`config.mk`:
```
export PLATFORM = sky130hd
export DESIGN_NAME = ellipse_pixel_generator_unit
export DESIGN_NICKNAME = d
export VERILOG_FILES = /design/src/hdl/epg_pkg.sv /design/src/hdl/ellipse_pixel_generator_unit.sv /design/src/hdl/epg_ctrl.sv /design/src/hdl/epg_datapath.sv
export SDC_FILE = /design/constraint.sdc
export NUM_CORES = 2
export LEC_CHECK = 0
export CELL_PAD_IN_SITES_DETAIL_PLACEMENT = 0
export CELL_PAD_IN_SITES_GLOBAL_PLACEMENT = 1
export CORE_MARGIN = 4
export CORE_UTILIZATION = 45
export DETAILED_ROUTE_END_ITERATION = 6
export DONT_BUFFER_PORTS = 1
export GPL_TIMING_DRIVEN = 0
export PLACE_DENSITY_LB_ADDON = 0.1
export SETUP_SLACK_MARGIN = 0.3
export SLEW_MARGIN = 20
export SYNTH_ARGS = -nofsm -noshare
export SYNTH_HDL_FRONTEND = slang
export SYNTH_HIERARCHICAL = 1
export SYNTH_SLANG_ARGS = --single-unit
```
`constraint.sdc`:
```
create_clock -name clk -period 10.43 [get_ports clk]
set_clock_uncertainty 0.1 [all_clocks]
set_input_delay 2.086 -clock clk [delete_from_list [all_inputs] [get_ports clk]]
set_output_delay 2.086 -clock clk [all_outputs]
set_load 0.03 [all_outputs]
```
`src/hdl/epg_pkg.sv`:
```
`timescale 1ns / 1ps
`default_nettype none
// ---------------------------------------------------------------------------
// epg_pkg: shared types and constants of the ellipse pixel generator
// Request codes, datapath operation codes and the status bundle passed
// from the datapath to the controller.
// ---------------------------------------------------------------------------
package epg_pkg;

  localparam int CENTER_W = 15;
  localparam int RADIUS_W = 12;
  localparam int SQ_W     = 25;
  localparam int TERM_W   = 48;
  localparam int MUL_A_W  = 26;
  localparam int MUL_B_W  = 14;
  localparam int PROD_W   = MUL_A_W + MUL_B_W;
  localparam int SUM_W    = 17;
  localparam int OUT_W    = 16;

  localparam logic CMD_START = 1'b0;
  localparam logic CMD_NEXT  = 1'b1;

  typedef logic [3:0] op_t;

  localparam op_t OP_NONE     = 4'd0;
  localparam op_t OP_LOAD     = 4'd1;
  localparam op_t OP_MUL_RX   = 4'd2;
  localparam op_t OP_MUL_RY   = 4'd3;
  localparam op_t OP_MUL_CX   = 4'd4;
  localparam op_t OP_MUL_SX   = 4'd5;
  localparam op_t OP_INIT     = 4'd6;
  localparam op_t OP_SW_CY    = 4'd7;
  localparam op_t OP_SW_SY    = 4'd8;
  localparam op_t OP_SW_INIT  = 4'd9;
  localparam op_t OP_STEP_A   = 4'd10;
  localparam op_t OP_STEP_B   = 4'd11;
  localparam op_t OP_EMIT     = 4'd12;
  localparam op_t OP_EMIT_INV = 4'd13;
  localparam op_t OP_FINISH   = 4'd14;

  typedef struct packed {
    logic done;
    logic pending;
    logic region;
    logic advance;
  } status_t;

endpackage
`default_nettype wire

```
`src/hdl/ellipse_pixel_generator_unit.sv`:
```
`timescale 1ns / 1ps
`default_nettype none
// ---------------------------------------------------------------------------
// ellipse_pixel_generator_unit: midpoint ellipse rasterizer, one pixel per request
// Request channel (in_valid/in_ready): cmd start loads centre and radii,
// cmd next asks for the following pixel. Result channel (out_valid/out_ready)
// returns exactly one result per request: a pixel, or pixel_valid low once
// the ellipse is finished or before any start.
// Requests are served one at a time. Work done from accept to result loaded:
//   start            four passes through the shared 26x14 multiplier
//   mirror pixel     pop of the pending mirrored point
//   new point        two-step midpoint step over the 48-bit terms
//   region switch    two multiplies
//   finished         answer with an invalid result
// A request may be accepted while the previous result still waits; the new
// result is held back until the output register is taken.
// Reset leaves the block finished: next requests return invalid results
// until a start is accepted.
// ---------------------------------------------------------------------------
module ellipse_pixel_generator_unit #(
  parameter int COORD_BITS = 16,
  parameter int MAX_RADIUS = 4095
) (
  input  wire                                clk,
  input  wire                                rst,
  input  wire                                in_valid,
  output logic                               in_ready,
  input  wire                                cmd,
  input  wire signed [epg_pkg::CENTER_W-1:0] center_x,
  input  wire signed [epg_pkg::CENTER_W-1:0] center_y,
  input  wire        [epg_pkg::RADIUS_W-1:0] radius_x,
  input  wire        [epg_pkg::RADIUS_W-1:0] radius_y,
  output logic                               out_valid,
  input  wire                                out_ready,
  output logic signed [COORD_BITS-1:0]       pixel_x,
  output logic signed [COORD_BITS-1:0]       pixel_y,
  output logic                               pixel_valid
);

  epg_pkg::status_t status;
  epg_pkg::op_t     op;

  epg_ctrl u_ctrl (
    .clk       (clk),
    .rst       (rst),
    .in_valid  (in_valid),
    .in_ready  (in_ready),
    .cmd       (cmd),
    .out_valid (out_valid),
    .out_ready (out_ready),
    .status    (status),
    .op        (op)
  );

  epg_datapath #(
    .COORD_BITS (COORD_BITS),
    .MAX_RADIUS (MAX_RADIUS)
  ) u_datapath (
    .clk         (clk),
    .rst         (rst),
    .op          (op),
    .center_x    (center_x),
    .center_y    (center_y),
    .radius_x    (radius_x),
    .radius_y    (radius_y),
    .status      (status),
    .pixel_x     (pixel_x),
    .pixel_y     (pixel_y),
    .pixel_valid (pixel_valid)
  );

  // one request in flight at a time
  a_one_in_flight: assert property (@(posedge clk) disable iff (rst)
    (in_valid && in_ready) |=> !in_ready)
    else $error("request accepted while another was in progress");

  // mirrored pixels never remain pending on a finished ellipse
  a_pending_not_done: assert property (@(posedge clk) disable iff (rst)
    status.pending |-> !status.done)
    else $error("mirror pixels pending after the ellipse finished");

  // a start clears the finished flag and the mirror position
  a_start_clears: assert property (@(posedge clk) disable iff (rst)
    (in_valid && in_ready && (cmd == epg_pkg::CMD_START))
      |=> (!status.done && !status.pending))
    else $error("start request did not reset the walk state");

endmodule
`default_nettype wire

```
`src/hdl/epg_ctrl.sv`:
```
`timescale 1ns / 1ps
`default_nettype none
// ---------------------------------------------------------------------------
// epg_ctrl: request sequencer of the ellipse pixel generator
// Takes one request at a time, steps the datapath through setup multiplies,
// midpoint steps or mirror pops, and owns the result valid flag.
// ---------------------------------------------------------------------------
module epg_ctrl (
  input  wire              clk,
  input  wire              rst,
  input  wire              in_valid,
  output logic             in_ready,
  input  wire              cmd,
  output logic             out_valid,
  input  wire              out_ready,
  input  epg_pkg::status_t status,
  output epg_pkg::op_t     op
);

  localparam logic [3:0] S_IDLE     = 4'd0;
  localparam logic [3:0] S_MUL_RX   = 4'd1;
  localparam logic [3:0] S_MUL_RY   = 4'd2;
  localparam logic [3:0] S_MUL_CX   = 4'd3;
  localparam logic [3:0] S_MUL_SX   = 4'd4;
  localparam logic [3:0] S_INIT     = 4'd5;
  localparam logic [3:0] S_SW_CY    = 4'd6;
  localparam logic [3:0] S_SW_SY    = 4'd7;
  localparam logic [3:0] S_SW_INIT  = 4'd8;
  localparam logic [3:0] S_STEP_A   = 4'd9;
  localparam logic [3:0] S_STEP_B   = 4'd10;
  localparam logic [3:0] S_EMIT     = 4'd11;
  localparam logic [3:0] S_EMIT_INV = 4'd12;

  logic [3:0] state;
  logic [3:0] state_next;
  logic       slot_free;
  logic       out_load;

  assign slot_free = !out_valid || out_ready;
  assign in_ready  = (state == S_IDLE);
  assign out_load  = (op == epg_pkg::OP_EMIT) || (op == epg_pkg::OP_EMIT_INV);

  always_comb begin
    state_next = state;
    op         = epg_pkg::OP_NONE;
    case (state)
      S_IDLE: begin
        if (in_valid) begin
          if (cmd == epg_pkg::CMD_START) begin
            op         = epg_pkg::OP_LOAD;
            state_next = S_MUL_RX;
          end else if (status.done) begin
            state_next = S_EMIT_INV;
          end else if (status.pending) begin
            state_next = S_EMIT;
          end else if (status.advance) begin
            state_next = S_STEP_A;
          end else if (!status.region) begin
            state_next = S_SW_CY;
          end else begin
            // end of region two: mark finished and answer invalid
            op         = epg_pkg::OP_FINISH;
            state_next = S_EMIT_INV;
          end
        end
      end
      S_MUL_RX: begin
        op         = epg_pkg::OP_MUL_RX;
        state_next = S_MUL_RY;
      end
      S_MUL_RY: begin
        op         = epg_pkg::OP_MUL_RY;
        state_next = S_MUL_CX;
      end
      S_MUL_CX: begin
        op         = epg_pkg::OP_MUL_CX;
        state_next = S_MUL_SX;
      end
      S_MUL_SX: begin
        op         = epg_pkg::OP_MUL_SX;
        state_next = S_INIT;
      end
      S_INIT: begin
        op         = epg_pkg::OP_INIT;
        state_next = S_EMIT;
      end
      S_SW_CY: begin
        op         = epg_pkg::OP_SW_CY;
        state_next = S_SW_SY;
      end
      S_SW_SY: begin
        op         = epg_pkg::OP_SW_SY;
        state_next = S_SW_INIT;
      end
      S_SW_INIT: begin
        op         = epg_pkg::OP_SW_INIT;
        state_next = S_EMIT;
      end
      S_STEP_A: begin
        op         = epg_pkg::OP_STEP_A;
        state_next = S_STEP_B;
      end
      S_STEP_B: begin
        op         = epg_pkg::OP_STEP_B;
        state_next = S_EMIT;
      end
      S_EMIT: begin
        // hold until the output register is free
        if (slot_free) begin
          op         = epg_pkg::OP_EMIT;
          state_next = S_IDLE;
        end
      end
      S_EMIT_INV: begin
        if (slot_free) begin
          op         = epg_pkg::OP_EMIT_INV;
          state_next = S_IDLE;
        end
      end
      default: begin
        state_next = S_IDLE;
      end
    endcase
  end

  always_ff @(posedge clk) begin
    if (rst) begin
      state     <= S_IDLE;
      out_valid <= 1'b0;
    end else begin
      state <= state_next;
      if (out_load) begin
        out_valid <= 1'b1;
      end else if (out_ready) begin
        out_valid <= 1'b0;
      end
    end
  end

endmodule
`default_nettype wire

```
`src/hdl/epg_datapath.sv`:
```
`timescale 1ns / 1ps
`default_nettype none
// ---------------------------------------------------------------------------
// epg_datapath: geometry registers, shared multiplier and midpoint terms
// Executes one operation per cycle as commanded, mirrors the current
// first-quadrant point around the centre and holds the result register.
// ---------------------------------------------------------------------------
module epg_datapath #(
  parameter int COORD_BITS = 16,
  parameter int MAX_RADIUS = 4095
) (
  input  wire                                   clk,
  input  wire                                   rst,
  input  epg_pkg::op_t                          op,
  input  wire signed [epg_pkg::CENTER_W-1:0]    center_x,
  input  wire signed [epg_pkg::CENTER_W-1:0]    center_y,
  input  wire        [epg_pkg::RADIUS_W-1:0]    radius_x,
  input  wire        [epg_pkg::RADIUS_W-1:0]    radius_y,
  output epg_pkg::status_t                      status,
  output logic signed [COORD_BITS-1:0]          pixel_x,
  output logic signed [COORD_BITS-1:0]          pixel_y,
  output logic                                  pixel_valid
);

  localparam int TW   = epg_pkg::TERM_W;
  localparam int RW   = epg_pkg::RADIUS_W;
  localparam int SW   = epg_pkg::SQ_W;
  localparam int PW   = epg_pkg::PROD_W;
  localparam int AW   = epg_pkg::MUL_A_W;
  localparam int BW   = epg_pkg::MUL_B_W;
  localparam int UW   = epg_pkg::SUM_W;
  localparam int CW   = epg_pkg::CENTER_W;
  localparam int KEEP = (COORD_BITS < epg_pkg::OUT_W) ? COORD_BITS : epg_pkg::OUT_W;

  logic signed [CW-1:0] centre_x_reg;
  logic signed [CW-1:0] centre_y_reg;
  logic [RW-1:0]        radius_x_reg;
  logic [RW-1:0]        radius_y_reg;
  logic [SW-1:0]        two_a_squared;
  logic [SW-1:0]        two_b_squared;
  logic [RW-1:0]        quad_x;
  logic [RW-1:0]        quad_y;
  logic signed [TW-1:0] change_x;
  logic signed [TW-1:0] change_y;
  logic signed [TW-1:0] error_term;
  logic signed [TW-1:0] stop_x;
  logic signed [TW-1:0] stop_y;
  logic                 second_region;
  logic                 done_flag;
  logic [1:0]           mirror_head;
  logic signed [PW-1:0] prod;

  logic [RW-1:0]        rx_sat;
  logic [RW-1:0]        ry_sat;
  logic signed [AW-1:0] mul_a;
  logic signed [BW-1:0] mul_b;
  logic signed [PW-1:0] mul_out;
  logic signed [BW-1:0] one_minus_2rx;
  logic signed [BW-1:0] one_minus_2ry;
  logic signed [TW-1:0] prod_term;
  logic signed [TW-1:0] two_a_term;
  logic signed [TW-1:0] two_b_term;
  logic signed [TW-1:0] test_sum;
  logic                 step_go;
  logic                 x_zero;
  logic                 y_zero;
  logic                 head_last;
  logic                 neg_x;
  logic                 neg_y;
  logic signed [UW-1:0] sum_x;
  logic signed [UW-1:0] sum_y;
  logic [COORD_BITS-1:0] pix_x_next;
  logic [COORD_BITS-1:0] pix_y_next;

  // clamp radii to the configured maximum
  assign rx_sat = (32'(radius_x) > MAX_RADIUS) ? RW'(MAX_RADIUS) : radius_x;
  assign ry_sat = (32'(radius_y) > MAX_RADIUS) ? RW'(MAX_RADIUS) : radius_y;

  assign one_minus_2rx = BW'(1) - signed'({1'b0, radius_x_reg, 1'b0});
  assign one_minus_2ry = BW'(1) - signed'({1'b0, radius_y_reg, 1'b0});

  always_comb begin
    mul_a = '0;
    mul_b = '0;
    case (op)
      epg_pkg::OP_MUL_RX: begin
        mul_a = signed'(AW'(radius_x_reg));
        mul_b = signed'(BW'(radius_x_reg));
      end
      epg_pkg::OP_MUL_RY: begin
        mul_a = signed'(AW'(radius_y_reg));
        mul_b = signed'(BW'(radius_y_reg));
      end
      epg_pkg::OP_MUL_CX: begin
        // prod holds ry*ry here
        mul_a = signed'(AW'(prod[SW-1:0]));
        mul_b = one_minus_2rx;
      end
      epg_pkg::OP_MUL_SX: begin
        mul_a = signed'(AW'(two_b_squared));
        mul_b = signed'(BW'(radius_x_reg));
      end
      epg_pkg::OP_SW_CY: begin
        mul_a = signed'(AW'(two_a_squared[SW-1:1]));
        mul_b = one_minus_2ry;
      end
      epg_pkg::OP_SW_SY: begin
        mul_a = signed'(AW'(two_a_squared));
        mul_b = signed'(BW'(radius_y_reg));
      end
      default: begin
        mul_a = '0;
        mul_b = '0;
      end
    endcase
  end

  assign mul_out    = mul_a * mul_b;
  assign prod_term  = TW'(prod);
  assign two_a_term = signed'(TW'(two_a_squared));
  assign two_b_term = signed'(TW'(two_b_squared));

  // second half of a midpoint step: decide the dependent axis move
  assign test_sum = (error_term <<< 1) + (second_region ? change_y : change_x);
  assign step_go  = !test_sum[TW-1] && (test_sum != '0);

  assign status.done    = done_flag;
  assign status.pending = (mirror_head != 2'd0);
  assign status.region  = second_region;
  assign status.advance = second_region ? (stop_x < stop_y) : (stop_x > stop_y);

  // mirror the current point: one, two or four pixels
  assign x_zero = (quad_x == '0);
  assign y_zero = (quad_y == '0);

  always_comb begin
    if (x_zero && y_zero) begin
      head_last = 1'b1;
      neg_x     = 1'b0;
      neg_y     = 1'b0;
    end else if (x_zero || y_zero) begin
      head_last = (mirror_head == 2'd1);
      neg_x     = (mirror_head == 2'd1);
      neg_y     = (mirror_head == 2'd1);
    end else begin
      head_last = (mirror_head == 2'd3);
      neg_x     = (mirror_head == 2'd1) || (mirror_head == 2'd2);
      neg_y     = mirror_head[1];
    end
  end

  assign sum_x = neg_x ? (UW'(centre_x_reg) - signed'(UW'(quad_x)))
                       : (UW'(centre_x_reg) + signed'(UW'(quad_x)));
  assign sum_y = neg_y ? (UW'(centre_y_reg) - signed'(UW'(quad_y)))
                       : (UW'(centre_y_reg) + signed'(UW'(quad_y)));

  always_comb begin
    pix_x_next           = '0;
    pix_y_next           = '0;
    pix_x_next[KEEP-1:0] = sum_x[KEEP-1:0];
    pix_y_next[KEEP-1:0] = sum_y[KEEP-1:0];
  end

  // control flags
  always_ff @(posedge clk) begin
    if (rst) begin
      done_flag     <= 1'b1;
      second_region <= 1'b0;
      mirror_head   <= 2'd0;
      pixel_valid   <= 1'b0;
    end else begin
      case (op)
        epg_pkg::OP_LOAD: begin
          done_flag     <= 1'b0;
          second_region <= 1'b0;
          mirror_head   <= 2'd0;
        end
        epg_pkg::OP_SW_INIT: begin
          second_region <= 1'b1;
        end
        epg_pkg::OP_FINISH: begin
          done_flag <= 1'b1;
        end
        epg_pkg::OP_EMIT: begin
          pixel_valid <= 1'b1;
          mirror_head <= head_last ? 2'd0 : mirror_head + 2'd1;
        end
        epg_pkg::OP_EMIT_INV: begin
          pixel_valid <= 1'b0;
        end
        default: begin
        end
      endcase
    end
  end

  // geometry, midpoint terms and result payload
  always_ff @(posedge clk) begin
    case (op)
      epg_pkg::OP_LOAD: begin
        centre_x_reg <= center_x;
        centre_y_reg <= center_y;
        radius_x_reg <= rx_sat;
        radius_y_reg <= ry_sat;
      end
      epg_pkg::OP_MUL_RX: begin
        prod <= mul_out;
      end
      epg_pkg::OP_MUL_RY: begin
        two_a_squared <= {prod[SW-2:0], 1'b0};
        change_y      <= prod_term;
        prod          <= mul_out;
      end
      epg_pkg::OP_MUL_CX: begin
        two_b_squared <= {prod[SW-2:0], 1'b0};
        prod          <= mul_out;
      end
      epg_pkg::OP_MUL_SX: begin
        change_x <= prod_term;
        prod     <= mul_out;
      end
      epg_pkg::OP_INIT: begin
        stop_x     <= prod_term;
        stop_y     <= '0;
        quad_x     <= radius_x_reg;
        quad_y     <= '0;
        error_term <= '0;
      end
      epg_pkg::OP_SW_CY: begin
        prod <= mul_out;
      end
      epg_pkg::OP_SW_SY: begin
        change_y <= prod_term;
        prod     <= mul_out;
      end
      epg_pkg::OP_SW_INIT: begin
        stop_y     <= prod_term;
        stop_x     <= '0;
        quad_x     <= '0;
        quad_y     <= radius_y_reg;
        change_x   <= signed'(TW'(two_b_squared[SW-1:1]));
        error_term <= '0;
      end
      epg_pkg::OP_STEP_A: begin
        if (!second_region) begin
          quad_y     <= quad_y + RW'(1'b1);
          stop_y     <= stop_y + two_a_term;
          error_term <= error_term + change_y;
          change_y   <= change_y + two_a_term;
        end else begin
          quad_x     <= quad_x + RW'(1'b1);
          stop_x     <= stop_x + two_b_term;
          error_term <= error_term + change_x;
          change_x   <= change_x + two_b_term;
        end
      end
      epg_pkg::OP_STEP_B: begin
        if (step_go) begin
          if (!second_region) begin
            quad_x     <= quad_x - RW'(1'b1);
            stop_x     <= stop_x - two_b_term;
            error_term <= error_term + change_x;
            change_x   <= change_x + two_b_term;
          end else begin
            quad_y     <= quad_y - RW'(1'b1);
            stop_y     <= stop_y - two_a_term;
            error_term <= error_term + change_y;
            change_y   <= change_y + two_a_term;
          end
        end
      end
      epg_pkg::OP_EMIT: begin
        pixel_x <= signed'(pix_x_next);
        pixel_y <= signed'(pix_y_next);
      end
      epg_pkg::OP_EMIT_INV: begin
        pixel_x <= '0;
        pixel_y <= '0;
      end
      default: begin
      end
    endcase
  end

endmodule
`default_nettype wire

```
Word level (Yosys, flattened, before mapping):

Cells that the tools add are included.

* mux-type cells: 66
* $mul: 1
* reduce and logical (&&, ||, !) cells: 34
* add/sub/neg operators: 20
* magnitude comparators: 2
* equality and inequality tests: 36

Operators by type and width (count)
* 48-bit two-way mux: 16
* 48-bit one-hot mux with 4 select lines: 3
* 48-bit one-hot mux with 3 select lines: 2
* 48-bit by 26-bit adder with 48-bit output: 4
* 25-bit one-hot mux with 6 select lines: 1
* 48-bit adder: 3
* 12-bit one-hot mux with 4 select lines: 2
* 48-bit by 26-bit subtractor with 48-bit output: 2
* 12-bit two-way mux: 6
* 16-bit one-hot mux with 2 select lines: 2
* 4-bit two-way mux: 15
* 14-bit one-hot mux with 4 select lines: 1
* 4-bit one-hot mux with 13 select lines: 1
* 4-bit == test (second input constant): 12
* 48-bit greater-than comparator: 1
* 48-bit < comparator: 1
* 48-bit nonzero test: 1
* 26-bit by 14-bit multiplier with 40-bit output: 1
* 4-bit one-hot mux with 10 select lines: 1
* 15-bit by 13-bit adder with 16-bit output: 2
* 4-bit by 3-bit == test with 1-bit output (second input constant): 8
* 16-bit two-way mux: 2
* 15-bit by 13-bit subtractor with 16-bit output: 2
* 1-bit by 13-bit subtractor with 14-bit output (first input constant): 2
* 26 further kinds: 68

* word-level logic and storage cells: 181
* output and inout bits: 35
* input port bits: 59
* register bits after elaboration: 448

Longest topological paths before layout:

* word-level depth: 12
* mapped depth: 54
* mapped depth without buffers: 52

Modules after synthesis:

The synthesis kept the hierarchy.

Modules (own cells, without submodules)
* epg_datapath: seq. area each 13222.7 um2, area an instance 48730.5 um2, instances 1, cells an instance 5419
* epg_ctrl: seq. area each 100.1 um2, area an instance 500.5 um2, instances 1, cells an instance 62

Least setup slack after synthesis:

OpenSTA, ideal clock, no wires.

* path type: register to register
* start: register u_datapath.stop_x[1]
* end: register u_datapath.prod[36], data pin
* path buffers: 3
* data required time: 10072 ps
* stages on the path, launching flop included: 49
* period minus slack after synthesis: 11151 ps
* path slack: -721 ps
* library setup time: 258 ps
* arrival time: 10794 ps
* cells stage by stage: edfxtp_1 -> ha_1 -> nor2b_1 -> o21a_1 -> o21a_1 -> o21a_1 -> o21ai_0 -> nand2b_1 -> a21oi_1 -> nor2b_1 -> o21ai_0 -> o211ai_1 -> a21oi_1 -> a21oi_1 -> nor2_1 -> nand4b_1 -> a2bb2oi_1 -> o21ai_1 -> [13 not listed] -> fa_1 -> inv_1 -> fa_1 -> inv_1 -> ha_1 -> a21o_1 -> a21o_1 -> a2111oi_0 -> o31ai_1 -> a211oi_1 -> nor3_1 -> o31ai_1 -> nand3b_1 -> nand2_1 -> nand2b_1 -> o21ai_0 -> a21oi_1 -> xnor2_1

RTL lines
* from (decl): line epg_datapath.sv:46 `logic signed [TW-1:0] stop_x;`
* from (signal assigned): line epg_datapath.sv:223 `stop_x <= prod_term;`
* from (signal assigned): line epg_datapath.sv:252 `stop_x <= stop_x + two_b_term;`
* from (signal assigned): line epg_datapath.sv:261 `stop_x <= stop_x - two_b_term;`
* to (signal assigned): line epg_datapath.sv:207 `prod <= mul_out;`
* to (signal assigned): line epg_datapath.sv:212 `prod <= mul_out;`
* to (signal assigned): line epg_datapath.sv:216 `prod <= mul_out;`
* to (decl): line epg_datapath.sv:51 `logic signed [PW-1:0] prod;`

==> run metrics <==
Slowest-stage cell, CP=fa_1; final wirelength=176000 µm; WP data required=10.73 ns; DRC=5; area of the core=0.109 mm²; Die Y=339 µm; area of the mapped netlist=0.0492 mm²; CTS Buffer Depth=3; CP top delay family=compound AO/OA/AOI/OAI gates; DP Wirelength=140000 µm; Startpoint Class=register; ANT nets after route=0; routability cong.=0.981; Ports=94; ys async rst share=0%; #FFs+latches synth=447; fin worst setup slack=-0.403 ns; clk_lat worst skew=0.69 ns; via count=42400; Post-Syn Instances=5481; ys flop type=edfxtp_1; status=finished, violations left; final hold viol count=0; initial DRC count=3346; maximum number of pins on one net before global-route repair=34; vias in the first global route=41900; # H-tree levels=2; fmax=92.3 MHz; crit path kind=register to register; Slew Viols, Final=0; CTS tree=built; relative slew slack=23.5%; Die X-Extent=339 µm; Synth Area per Inst=8.98 µm²; max incr delay on CP=0.51 ns; diode count=0; post-synthesis sequential area ratio=27.1%; Arr. time, crit path=11.13 ns; first-pass detailed-route iteration total=7; Site Rows=121; post-route minimum period=10.83 ns; setup violators final=10; Finished Core Util=50.6%; CTS Root Cell=clkbuf_16; CTS buffer count=55; fin crit share=104%; RSZ-0062 raised after global routing=yes; failing checks=DRC, setup timing; CTS sink cnt=447; Overflow after GRT=0; Syn Nets=6340; Top cell by count, worst path=fa_1; peak fanout along the critical path=10; Min-Delay Path Class=register to register; Area Growth Syn to Fin=11.8%; die area=0.115 mm²; I/O Buffers=0; Layout Nets=6493; Initial Util=45.3%; Total Routing Usage GR=29.8%; Buf+Inv Stages, Crit Path=9; placed inst area=0.0515 mm²; Post-synth EDFFs=437; first-pass GRT wire length=262000 µm; Reg clk slew, reported paths=0.06 ns; max_cap viols=0; post-DR vias/cell=5.98; wire per inst=24.8 µm; crit path capture type=register; yosys warns=6; pin slew with the least headroom to its limit=1.14 ns; fraction of layout cells with a size suffix above 1=8.46%; Cell variety after synth=101; initial antenna violation count=5; Final Cell Area=0.0550 mm²
## final timing paths
| check | start | endpoint | slack, ns | cells past startpoint |
|---|---|---|---|---|
| max reg2reg | u_datapath/stop_x[1] | u_datapath/prod[38] | -0.40 | 50 |
| max | u_datapath/stop_x[1] | u_datapath/prod[38] | -0.40 | 50 |
| min reg2reg | u_datapath/mirror_head[0] | u_datapath/mirror_head[0] | 0.48 | 2 |
| min | u_datapath/mirror_head[0] | u_datapath/mirror_head[0] | 0.48 | 2 |
## stage by stage
step	setup WS (ns)	hold slack (ns)	setup TNS [ns]	cells
final	-0.403	0.475	-2.09	7091
after global placement	-4.17	0.458	-604.95	6895
after detailed placement	-2.81	0.463	-53.31	6927
after floorplan	0.319	0.388	0	5481
after global routing	-0.815	0.537	-7.74	7091
after CTS	-0.425	0.469	-2.14	7076
## cell usage in the layout, fill, tap and decap left out, types with 56 or more instances in the layout
cell type  synthesis  final
nand2_1          634    616
ha_1             515    501
inv_1            469    454
edfxtp_1         437    437
a21oi_1          404    389
o21ai_0          381    366
nor2_1           348    337
fa_1             285    280
xnor2_1          234    231
xor2_1           203    203
a21o_1           175    175
clkbuf_1         160    112
nand3_1           99     86
buf_4              4     81
nand2b_1          86     79
nor3_1            84     76
nor2b_1           70     67
a22oi_1           69     64
and2_1            61     61
clkbuf_16          0     57
and3_1            56     56
## cell type report
class,count,area [µm²]
repair buffers,96,925
fillers,10500,53700
multi-input cells,4384,34300
inverters,473,1790
clock inverters,37,504
clock buffers,63,1410
plain buffers,177,1010
well taps,1414,1770
flip-flops and latches,447,13300
## logic make-up (layout without fill, tap and decap cells)
group / count (synthesis) / in the layout / synth area share (%)
muxes: 55 / 55 / 1.24
xor gates and xnor gates: 437 / 437 / 7.77
adders and majority gates: 800 / 800 / 24.7
AOI/OAI and AO/OA: 1494 / 1494 / 19.1
and+or+nand+nor: 1598 / 1598 / 15.1
buffers and inverters: 650 / 846 / 5.01
DFF: 447 / 447 / 27.1
## cell usage after synthesis, types with 160 or more instances
cell	count	area, µm²
o21ai_0	381	1910
xor2_1	203	1780
nand2_1	634	2380
inv_1	469	1760
fa_1	285	5710
a21oi_1	404	2020
clkbuf_1	160	601
a21o_1	175	1310
edfxtp_1	437	13100
nor2_1	348	1310
xnor2_1	234	2050
ha_1	515	6440
## tightest hold or removal path: cells and delay by family (launching register included)
family,cells,cell delay (ns)
flip-flops,1,0.35
AO/OA/AOI/OAI,1,0.14
AND/OR/NAND/NOR,1,0.04
## routing by layer
metal | GRT usage, % | vias to the layer above | part of all wire (%)
met5 | 0 | - | 0.0074
met4 | 13.4 | 2 | 5.1
met3 | 3.28 | 360 | 5.7
met2 | 49.7 | 1414 | 47
met1 | 39.1 | 20800 | 42
li1 | - | 19900 | -
## what timing repair did
| action | in CTS | in global routing |
|---|---|---|
| endpoints found under the setup margin | 81 | 85 |
| pin swaps | 113 | 30 |
| buffers inserted | 48 | 15 |
| hold buffers | 0 | 0 |
| resized for setup | 237 | 57 |
| gates cloned | 1 | 0 |
Power is left out: the tool's default activity adds up to more than one toggle a clock period on the data nets, which glitch-free logic cannot reach.
